==> src/hw/rtl/sth_pkg.sv <==
// types, constants and saturation helpers shared by the stokes heun step block
`timescale 1ns / 1ps

package sth_pkg;

    typedef logic signed [31:0] word_t;
    typedef logic signed [39:0] wide_t;

    typedef struct packed {
        logic [30:0] step_length;
        word_t       emit_i;
        word_t       emit_q;
        word_t       emit_u;
        word_t       emit_v;
        word_t       absorb_i;
        word_t       absorb_q;
        word_t       absorb_u;
        word_t       absorb_v;
        word_t       rotate_q;
        word_t       rotate_u;
        word_t       rotate_v;
    } step_t;

    typedef struct packed {
        word_t stokes_i_out;
        word_t stokes_q_out;
        word_t stokes_u_out;
        word_t stokes_v_out;
    } stokes_t;

    typedef enum logic [1:0] {
        PH_RATE0,
        PH_PRED,
        PH_RATE1,
        PH_CORR
    } phase_t;

    // travels alongside each product through the multiplier
    typedef struct packed {
        logic       vld;
        phase_t     phase;
        logic [1:0] comp;
        logic [1:0] term;
        logic       neg;
    } mul_tag_t;

    localparam int FRAC_BITS = 24;

    localparam wide_t WIDE_MAX = 40'sd2147483647;
    localparam wide_t WIDE_MIN = -40'sd2147483648;
    localparam word_t WORD_MAX = 32'sh7fffffff;
    localparam word_t WORD_MIN = 32'sh80000000;

    // coefficient codes
    localparam logic [2:0] CF_AI = 3'd0;
    localparam logic [2:0] CF_AQ = 3'd1;
    localparam logic [2:0] CF_AU = 3'd2;
    localparam logic [2:0] CF_AV = 3'd3;
    localparam logic [2:0] CF_RQ = 3'd4;
    localparam logic [2:0] CF_RU = 3'd5;
    localparam logic [2:0] CF_RV = 3'd6;

    // transfer matrix, indexed by {component, term}
    localparam logic [2:0] COEF_SEL [16] = '{
        CF_AI, CF_AQ, CF_AU, CF_AV,
        CF_AQ, CF_AI, CF_RV, CF_RU,
        CF_AU, CF_RV, CF_AI, CF_RQ,
        CF_AV, CF_RU, CF_RQ, CF_AI
    };

    // terms subtracted rather than added
    localparam logic [15:0] COEF_NEG = 16'h4280;

    function automatic wide_t sext(input word_t w);
        return {{8{w[31]}}, w};
    endfunction

    function automatic word_t sat32(input wide_t x);
        word_t r;
        if (x > WIDE_MAX)
        begin
            r = WORD_MAX;
        end
        else if (x < WIDE_MIN)
        begin
            r = WORD_MIN;
        end
        else
        begin
            r = x[31:0];
        end
        return r;
    endfunction

endpackage

==> src/hw/rtl/sth_qmul.sv <==
// shared q8.24 multiplier: registered product, then round half up and saturate
`timescale 1ns / 1ps

module sth_qmul
    import sth_pkg::*;
(
    input  logic     clk,
    input  logic     rst_n,
    input  word_t    a,
    input  word_t    b,
    input  mul_tag_t tag_in,
    output word_t    res,
    output mul_tag_t tag_out
);

    localparam logic signed [63:0] HALF_LSB = 64'sd1 <<< (FRAC_BITS - 1);

    logic signed [63:0] prod_reg;
    logic signed [63:0] rnd;
    mul_tag_t           tag1_reg;
    word_t              res_reg;
    mul_tag_t           tag2_reg;
    wide_t              shifted;

    // floor of the rounded product, upper bits kept for saturation
    assign rnd     = prod_reg + HALF_LSB;
    assign shifted = rnd[FRAC_BITS +: 40];

    always_ff @(posedge clk or negedge rst_n)
    begin
        if (!rst_n)
        begin
            tag1_reg <= '0;
            tag2_reg <= '0;
        end
        else
        begin
            tag1_reg <= tag_in;
            tag2_reg <= tag1_reg;
        end
    end

    always_ff @(posedge clk)
    begin
        prod_reg <= a * b;
        res_reg  <= sat32(shifted);
    end

    assign res     = res_reg;
    assign tag_out = tag2_reg;

endmodule

==> src/hw/rtl/stokes_transfer_heun_step.sv <==
// top level: heun step sequencer around one shared q8.24 multiplier
`timescale 1ns / 1ps

// channel   signals                                   direction
// step      step_valid, step_stall, step_data         in  (coefficients, step length)
// stokes    stokes_valid, stokes_stall, stokes_data   out (updated i, q, u, v)
//
// one item runs from acceptance until its result is shown, and no new item is
// taken before then; the next can be taken while that result is shown. the single
// 32x32 multiplier issues one product a cycle while the sequencer runs and is not
// waiting (40 products); it drains after each phase, then the output register loads.
// reset clears the stokes state to zero; every new ray must start with a reset, which the block does not enforce.
// a stalled result sits in the output register while the next item is accepted.

module stokes_transfer_heun_step
    import sth_pkg::*;
(
    input  logic    clk,
    input  logic    rst_n,
    input  logic    step_valid,
    output logic    step_stall,
    input  step_t   step_data,
    output logic    stokes_valid,
    input  logic    stokes_stall,
    output stokes_t stokes_data
);

    typedef enum logic [1:0] {
        ST_IDLE,
        ST_RUN,
        ST_DRAIN,
        ST_FINISH
    } state_t;

    localparam logic [1:0] DRAIN_WAIT = 2'd3;

    state_t   state_reg,  state_next;
    phase_t   phase_reg,  phase_next;
    logic [3:0] cnt_reg,  cnt_next;
    logic [1:0] wait_reg, wait_next;
    step_t    item_reg,   item_next;
    word_t    s_reg  [4];
    word_t    s_next [4];
    word_t    st_reg  [4];
    word_t    st_next [4];
    word_t    r0_reg  [4];
    word_t    r0_next [4];
    word_t    rt_reg  [4];
    word_t    rt_next [4];
    logic signed [33:0] acc_reg, acc_next;
    word_t    a_reg,   a_next;
    word_t    b_reg,   b_next;
    mul_tag_t tag_reg, tag_next;
    stokes_t  out_reg, out_next;
    logic     out_vld_reg, out_vld_next;

    word_t    coef [7];
    word_t    emit [4];
    word_t    mul_res;
    mul_tag_t mul_tag;

    logic [1:0] k_rate;
    logic [1:0] t_rate;
    logic [1:0] k_lin;
    word_t    vec_sel;
    word_t    slope;
    word_t    mean;
    wide_t    mean_sum;
    word_t    step_w;
    logic     issue;
    logic     last;
    wide_t    p_w;
    wide_t    pe;
    wide_t    acc_sum;

    assign coef[0] = item_reg.absorb_i;
    assign coef[1] = item_reg.absorb_q;
    assign coef[2] = item_reg.absorb_u;
    assign coef[3] = item_reg.absorb_v;
    assign coef[4] = item_reg.rotate_q;
    assign coef[5] = item_reg.rotate_u;
    assign coef[6] = item_reg.rotate_v;

    assign emit[0] = item_reg.emit_i;
    assign emit[1] = item_reg.emit_q;
    assign emit[2] = item_reg.emit_u;
    assign emit[3] = item_reg.emit_v;

    assign k_rate = cnt_reg[3:2];
    assign t_rate = cnt_reg[1:0];
    assign k_lin  = cnt_reg[1:0];
    assign step_w = word_t'({1'b0, item_reg.step_length});
    assign issue  = (state_reg == ST_RUN) && (wait_reg == 2'd0);

    sth_qmul u_qmul (
        .clk     (clk),
        .rst_n   (rst_n),
        .a       (a_reg),
        .b       (b_reg),
        .tag_in  (tag_reg),
        .res     (mul_res),
        .tag_out (mul_tag)
    );

    // operand selection for the next product
    always_comb
    begin
        vec_sel  = (phase_reg == PH_RATE0) ? s_reg[t_rate] : st_reg[t_rate];
        slope    = sat32(sext(emit[k_lin]) - sext(r0_reg[k_lin]));
        mean_sum = (sext(emit[k_lin]) <<< 1) - sext(r0_reg[k_lin])
                   - sext(rt_reg[k_lin]) + 40'sd1;
        mean     = sat32(mean_sum >>> 1);

        a_next   = a_reg;
        b_next   = b_reg;
        tag_next = '0;
        last     = 1'b0;
        unique case (phase_reg)
            PH_RATE0, PH_RATE1:
            begin
                a_next         = coef[COEF_SEL[cnt_reg]];
                b_next         = vec_sel;
                tag_next.comp  = k_rate;
                tag_next.term  = t_rate;
                tag_next.neg   = COEF_NEG[cnt_reg];
                last           = (cnt_reg == 4'd15);
            end
            PH_PRED:
            begin
                a_next         = step_w;
                b_next         = slope;
                tag_next.comp  = k_lin;
                last           = (cnt_reg == 4'd3);
            end
            PH_CORR:
            begin
                a_next         = step_w;
                b_next         = mean;
                tag_next.comp  = k_lin;
                last           = (cnt_reg == 4'd3);
            end
            default:
            begin
                last = 1'b0;
            end
        endcase
        tag_next.phase = phase_reg;
        tag_next.vld   = issue;
    end

    // sequencer, product writeback and output register
    always_comb
    begin
        state_next   = state_reg;
        phase_next   = phase_reg;
        cnt_next     = cnt_reg;
        wait_next    = wait_reg;
        item_next    = item_reg;
        s_next       = s_reg;
        st_next      = st_reg;
        r0_next      = r0_reg;
        rt_next      = rt_reg;
        acc_next     = acc_reg;
        out_next     = out_reg;
        out_vld_next = out_vld_reg;

        p_w     = sext(mul_res);
        pe      = mul_tag.neg ? -p_w : p_w;
        acc_sum = {{6{acc_reg[33]}}, acc_reg} + pe;

        if (mul_tag.vld)
        begin
            unique case (mul_tag.phase)
                PH_RATE0, PH_RATE1:
                begin
                    if (mul_tag.term == 2'd0)
                    begin
                        acc_next = pe[33:0];
                    end
                    else
                    begin
                        acc_next = acc_sum[33:0];
                    end
                    if (mul_tag.term == 2'd3)
                    begin
                        if (mul_tag.phase == PH_RATE0)
                        begin
                            r0_next[mul_tag.comp] = sat32(acc_sum);
                        end
                        else
                        begin
                            rt_next[mul_tag.comp] = sat32(acc_sum);
                        end
                    end
                end
                PH_PRED:
                begin
                    st_next[mul_tag.comp] = sat32(sext(s_reg[mul_tag.comp]) + p_w);
                end
                PH_CORR:
                begin
                    s_next[mul_tag.comp] = sat32(sext(s_reg[mul_tag.comp]) + p_w);
                end
                default:
                begin
                    acc_next = acc_reg;
                end
            endcase
        end

        if (out_vld_reg && !stokes_stall)
        begin
            out_vld_next = 1'b0;
        end

        unique case (state_reg)
            ST_IDLE:
            begin
                if (step_valid)
                begin
                    item_next  = step_data;
                    phase_next = PH_RATE0;
                    cnt_next   = 4'd0;
                    wait_next  = 2'd0;
                    state_next = ST_RUN;
                end
            end
            ST_RUN:
            begin
                if (wait_reg != 2'd0)
                begin
                    wait_next = wait_reg - 2'd1;
                end
                else if (last)
                begin
                    cnt_next  = 4'd0;
                    wait_next = DRAIN_WAIT;
                    unique case (phase_reg)
                        PH_RATE0: phase_next = PH_PRED;
                        PH_PRED:  phase_next = PH_RATE1;
                        PH_RATE1: phase_next = PH_CORR;
                        PH_CORR:  state_next = ST_DRAIN;
                        default:  phase_next = PH_RATE0;
                    endcase
                end
                else
                begin
                    cnt_next = cnt_reg + 4'd1;
                end
            end
            ST_DRAIN:
            begin
                if (wait_reg != 2'd0)
                begin
                    wait_next = wait_reg - 2'd1;
                end
                else
                begin
                    state_next = ST_FINISH;
                end
            end
            ST_FINISH:
            begin
                // wait until the previous result has been taken
                if (!out_vld_reg || !stokes_stall)
                begin
                    out_next.stokes_i_out = s_reg[0];
                    out_next.stokes_q_out = s_reg[1];
                    out_next.stokes_u_out = s_reg[2];
                    out_next.stokes_v_out = s_reg[3];
                    out_vld_next          = 1'b1;
                    state_next            = ST_IDLE;
                end
            end
            default:
            begin
                state_next = ST_IDLE;
            end
        endcase
    end

    always_ff @(posedge clk or negedge rst_n)
    begin
        if (!rst_n)
        begin
            state_reg   <= ST_IDLE;
            phase_reg   <= PH_RATE0;
            cnt_reg     <= 4'd0;
            wait_reg    <= 2'd0;
            tag_reg     <= '0;
            out_vld_reg <= 1'b0;
            for (int i = 0; i < 4; i++)
            begin
                s_reg[i] <= '0;
            end
        end
        else
        begin
            state_reg   <= state_next;
            phase_reg   <= phase_next;
            cnt_reg     <= cnt_next;
            wait_reg    <= wait_next;
            tag_reg     <= tag_next;
            out_vld_reg <= out_vld_next;
            s_reg       <= s_next;
        end
    end

    always_ff @(posedge clk)
    begin
        item_reg <= item_next;
        st_reg   <= st_next;
        r0_reg   <= r0_next;
        rt_reg   <= rt_next;
        acc_reg  <= acc_next;
        a_reg    <= a_next;
        b_reg    <= b_next;
        out_reg  <= out_next;
    end

    assign step_stall   = (state_reg != ST_IDLE);
    assign stokes_valid = out_vld_reg;
    assign stokes_data  = out_reg;

endmodule

==> config.mk <==
export PLATFORM = sky130hd
export DESIGN_NAME = stokes_transfer_heun_step
export DESIGN_NICKNAME = d
export VERILOG_FILES = /design/src/hw/rtl/sth_pkg.sv /design/src/hw/rtl/sth_qmul.sv /design/src/hw/rtl/stokes_transfer_heun_step.sv
export SDC_FILE = /design/constraint.sdc
export NUM_CORES = 2
export LEC_CHECK = 0
export ABC_AREA = 1
export ABC_CLOCK_PERIOD_IN_PS = 15600
export BUFFER_PORTS_ARGS = -buffer_cell sky130_fd_sc_hd__buf_2
export CELL_PAD_IN_SITES_DETAIL_PLACEMENT = 1
export CELL_PAD_IN_SITES_GLOBAL_PLACEMENT = 1
export CORE_ASPECT_RATIO = 0.6
export CORE_UTILIZATION = 50
export CTS_CLUSTER_SIZE = 20
export DETAILED_ROUTE_END_ITERATION = 7
export GPL_TIMING_DRIVEN = 0
export PLACE_DENSITY = 0.87
export REMOVE_ABC_BUFFERS = 1
export SYNTH_ARGS = -nofsm -noshare
export SYNTH_HDL_FRONTEND = slang
export SYNTH_HIERARCHICAL = 1
export SYNTH_SLANG_ARGS = --single-unit
==> constraint.sdc <==
create_clock -name clk -period 15.6 [get_ports clk]
set_input_delay 1.56 -clock clk [delete_from_list [all_inputs] [get_ports clk]]
set_output_delay 1.56 -clock clk [all_outputs]
set_load 0.01 [all_outputs]
== Word-level counts from Yosys, hierarchy flattened ==
Memory sizes are Yosys's and may differ from the RTL's.
Cells that the tools add are included.

* Word-level logic and storage cells: 223
* Bits in registers: 1252
* Bits in read-only memories: 64
* Output and inout port bits: 130
* Memories kept: 2

{| class="wikitable"
|+ Memories
! memory !! words !! width !! rd ports !! clocked after Yosys merged registers in !! wr ports !! line !! source
|-
| (name not given) || 16 || 3 || 1 || 0 || 0 || stokes_transfer_heun_step.sv:121 || <nowiki>a_next = coef[COEF_SEL[cnt_reg]];</nowiki>
|-
| (name not given) || 16 || 1 || 1 || 0 || 0 || stokes_transfer_heun_step.sv:125 || <nowiki>tag_next.neg = COEF_NEG[cnt_reg];</nowiki>
|}

* Equal/unequal tests: 21
* Reductions and logical operators: 29
* Order comparisons: 16
* Mux-type cells: 82
* Multiply operators: 1
* Bitwise gates (word level): 5
* Add/subtract/negate cells: 10

{| class="wikitable"
|+ Operator list
! kind !! number
|-
| $mux 32 || 37
|-
| $bwmux 128 || 4
|-
| $bmux 32 s2 || 6
|-
| $bmux 32 s3 || 1
|-
| $pmux 32 s3 || 1
|-
| $gt 40x32->1 const B || 2
|-
| $lt 40x32->1 const B || 2
|-
| $gt 33x32->1 const B || 2
|-
| $lt 33x32->1 const B || 2
|-
| $add 64x25->64 const B || 1
|-
| $demux 32 s2 || 1
|-
| $mul 32x32->64 || 1
|-
| $pmux 32 s2 || 1
|-
| $add 40x40->40 || 1
|-
| $mux 40 || 1
|-
| $neg 32->40 || 1
|-
| $add 35x2->36 const B || 1
|-
| $gt 35x32->1 const B || 1
|-
| $lt 35x32->1 const B || 1
|-
| $sub 34x32->35 || 1
|-
| $mux 34 || 1
|-
| $sub 33x32->34 || 1
|-
| $add 32x32->33 || 1
|-
| $sub 32x32->33 || 1
|-
| 40 further kinds || 92
|}

== Longest topological paths before layout ==
* Depth after elaboration: 11
* Mapped depth: 32

== Modules after synthesis ==
The synthesis kept the hierarchy.

{| class="wikitable"
|+ Modules (own cells, without submodules)
! module !! instances !! area each (um2) !! cells each
|-
| stokes_transfer_heun_step || 1 || 55722.2 || 5540
|-
| sth_qmul || 1 || 41732.5 || 5349
|}

== Least setup slack after synthesis ==
No wires, ideal clock.

* Path kind: input -> register
* Start point: in step_valid
* End point: reg item_reg, in the netlist coef[0], enable pin
* Setup slack: 5.922 ns
* Arrival: 8.946 ns
* Cell stages on the path: 2
* Data required time: 14.868 ns
* Cells stage by stage: nand2_1 inv_1

* Word-level cells in the longest chain between the ends: 1

{| class="wikitable"
|+ Ends and longest elaborated chain
! item !! line !! source
|-
| start, declared || stokes_transfer_heun_step.sv:20 || <nowiki>input logic step_valid,</nowiki>
|-
| $reduce_and 2->1 (no line) || - ||
|-
| end signal, assigned || stokes_transfer_heun_step.sv:311 || <nowiki>item_reg <= item_next;</nowiki>
|-
| end, declared || stokes_transfer_heun_step.sv:41 || <nowiki>step_t item_reg, item_next;</nowiki>
|}

No other way between the ends.
A chain may end at the register's enable or synchronous reset.

== Worst setup path in the final report ==
* Start point: reg b_reg[5]
* End point: reg u_qmul.prod_reg[60]

* Word-level cells in the longest chain between the ends: 1

{| class="wikitable"
|+ Ends and longest elaborated chain
! item !! line !! source
|-
| start, declared || stokes_transfer_heun_step.sv:52 || <nowiki>word_t b_reg, b_next;</nowiki>
|-
| start signal, assigned || stokes_transfer_heun_step.sv:317 || <nowiki>b_reg <= b_next;</nowiki>
|-
| $mul 32x32->64 || sth_qmul.sv:45 || <nowiki>prod_reg <= a * b;</nowiki>
|-
| end signal, assigned || sth_qmul.sv:45 ||
|-
| end, declared || sth_qmul.sv:18 || <nowiki>logic signed [63:0] prod_reg;</nowiki>
|}

No other way between the ends.

==> results.sh <==
export IMPL_setup_viol=0
export IMPL_timing_critical_path_arrival_ns=10.13
export IMPL_die_w_um=572
export IMPL_place_congestion=0.989
export IMPL_ctsLongestPathBuffers=3
export IMPL_clock_sinks=1229
export IMPL_grt_max_degree=168
export IMPL_cts_clk_slew_worst_paths_ns=0.07
export IMPL_cts_htree_levels=3
export IMPL_ctsResizeCount=0
export IMPL_die_h_um=344
export IMPL_hp_class="reg2reg"
export IMPL_dp_final_hpwl_um=283000
export IMPL_report_final_slew_viol_count=0
export IMPL_layout_cells_most_common_list="nand2_1 (2,920), inv_1 (2,144), fa_1 (1,116), edfxtp_1 (929), nor2_1 (736)"
export IMPL_cts_root_buf="clkbuf_16"
export IMPL_mapped_cell_area_um2=97500
export IMPL_place_port_buffers=516
export IMPL_hold_violations=0
export IMPL_synth_top_flop_cell="edfxtp_1"
export IMPL_ant_nets=0
export IMPL_grt_pass1_vias=89322
export IMPL_synth_enable_flop_cells=929
export IMPL_cap_violations=0
export IMPL_layout_drive_gt1_share_pct=9.18
export IMPL_max_freq_mhz=105
export IMPL_worstSetupStartpointType="flip-flop"
export IMPL_routedWlPerCell_um=27.3
export IMPL_fin_nets=12998
export IMPL_rsz0062_at_grt="false"
export IMPL_maxSlewHeadroom_pct=10.8
export IMPL_clock_latency_ns=0.83
export IMPL_initialDrtViolationCount=8961
export IMPL_design_portCount=517
export IMPL_area_growth_pct=10.2
export IMPL_grt_first_pass_wirelength_um=561000
export IMPL_synth_seq_cells=1229
export IMPL_largest_register_ff_count=224
export IMPL_clock_tree_from_tritoncts="yes"
export IMPL_worst_slew_pin_transition_ns=1.34
export IMPL_fin_setup_tns_ns=0
export IMPL_via_count=81913
export IMPL_drcViolationCount=0
export IMPL_floorplan_rows=125
export IMPL_grt_remaining_overflow=0
export IMPL_crit_start="b_reg[5]$_DFF_P_"
export IMPL_cts_buffers=113
export IMPL_sequential_fraction_of_the_synthesis_area_pct=35.6
export IMPL_required_ns=16.20
export IMPL_crit_type="reg2reg"
export IMPL_synthCells=10889
export IMPL_yosysUniqueCellTypes=63
export IMPL_synthArstFlopShare_pct=13.3
export IMPL_synth_warnings=6
export IMPL_routed_wl_um=379000
export IMPL_cts_hold_buffers=0
export IMPL_critPathMaxFanout=32
export IMPL_layout_min_cycle_time_ns=9.53
export IMPL_starting_utilization_of_the_core_area_pct=50.3
export IMPL_timing_rr_start="b_reg[5]$_DFF_P_"
export IMPL_final_common_cell="nand2_1"
export IMPL_outcome="complete, no violations"
export IMPL_synth_avg_cell_area_um2=8.95
export IMPL_dr_pass1_iters=6
export IMPL_fp_dieArea_um2=197000
export IMPL_capturing_element_type_of_the_critical_path="flip-flop"
export IMPL_nFillCells=22340
export IMPL_final_skew_ns=0.137
export IMPL_finalCritPeriodShare_pct=61.1
export IMPL_hold_start="tag_reg[1]$_DFF_PN0_"
export IMPL_antenna_found_initial=17
export IMPL_track_usage_pct=38.4
export IMPL_core_area_um2=194000
export IMPL_post_cts_setup_buffers=0
export IMPL_vias_per_cell=5.91
-- final timing paths --
check,end,slack [ns],depth (start not counted)
max,u_qmul/prod_reg[60]$_DFF_P_,6.07,27
min,u_qmul/tag1_reg[1]$_DFF_PN0_,0.31,0
max reg2reg,u_qmul/prod_reg[60]$_DFF_P_,6.07,27
min reg2reg,u_qmul/tag1_reg[1]$_DFF_PN0_,0.31,0
max in group asynchronous,cnt_reg[1]$_DFFE_PN0P_,13.85,2
min in group asynchronous,s_reg[82]$_DFFE_PN0P_,0.67,1
-- area by class of cell --
| cell class | count | area [um^2] | area share (%) |
|---|---|---|---|
| multi-input cells | 7049 | 52800 | 49.2 |
| repair buffers | 596 | 4300 | 4.00 |
| inverters | 2171 | 8180 | 7.62 |
| flip-flops and latches | 1229 | 34800 | 32.4 |
| diodes | 7 | 17.5 | 0.0163 |
| clock inverters | 67 | 742 | 0.691 |
| clock buffers | 148 | 3240 | 3.02 |
| well taps | 2603 | 3260 | 3.03 |
-- cells in the mapped netlist (65+ instances only) --
cell / number / share of area (%)
nor2_1: 756 / 2.9
nand2_1: 2922 / 11
dfrtp_1: 163 / 4.2
edfxtp_1: 929 / 29
nand3_1: 204 / 1.0
o211ai_1: 68 / 0.52
ha_1: 335 / 4.3
fa_1: 1116 / 23
a21oi_1: 337 / 1.7
o22ai_1: 65 / 0.42
xor2_1: 142 / 1.3
inv_1: 2156 / 8.3
dfxtp_1: 137 / 2.8
o21ai_0: 478 / 2.5
clkbuf_1: 365 / 1.4
-- critical path: stages, from the launching register on --
cell      delay, ns
dfxtp_2        0.95
nand2_1        0.32
inv_1          0.16
fa_1           0.43
inv_1          0.31
fa_1           0.48
inv_1          0.30
fa_1           0.56
fa_1           1.04
inv_1          0.52
fa_1           0.68
inv_1          0.06
fa_1           0.47
inv_1          0.06
fa_1           0.54
fa_1           0.53
inv_1          0.04
ha_1           0.44
nand2_1        0.21
nor2_1         0.06
nor2_1         0.24
nor2_1         0.07
o21bai_1       0.22
nand3_1        0.23
a21oi_1        0.23
nand2_1        0.07
nand2_1        0.05
nand2_1        0.05
-- per-stage QoR --
step | utilization (%) | std cells | area [um^2] | worst slack, ns | hold slack [ns]
after floorplan | - | 10449 | 95500 | 0.185 | 0.331
after global placement | 52.3 | 13568 | 101000 | -14.36 | 0.334
after detailed placement | 53.4 | 13648 | 103000 | 5.59 | 0.336
after CTS | 55.4 | 13863 | 107000 | 5.57 | 0.312
after global routing | 55.4 | 13865 | 107000 | 5.42 | 0.321
final | 55.5 | 13870 | 107000 | 6.07 | 0.306
-- routing by layer --
layer / part of all wire (%) / up-vias / track usage [%]
met2: 43 / 4980 / 57.4
met1: 41 / 41553 / 53.3
met4: 4.8 / 18 / 16.8
met5: 0.033 / - / 0
met3: 11 / 1100 / 9.44
li1: - / 34262 / -
-- cells by family (layout without fill, tap and decap cells) --
group	Yosys count	after routing	share of synthesized area [%]
simple gates	4138	4138	17.2
buf+inv	2611	2982	10.4
fa+ha+maj	1451	1451	27.2
compound gates	1260	1260	7.79
flops	1229	1229	35.6
xor+xnor	200	200	1.80
other cells	0	7	0
Power is not shown: default switching activity piles up to over one toggle a cycle in this logic, so the estimate is an artifact.
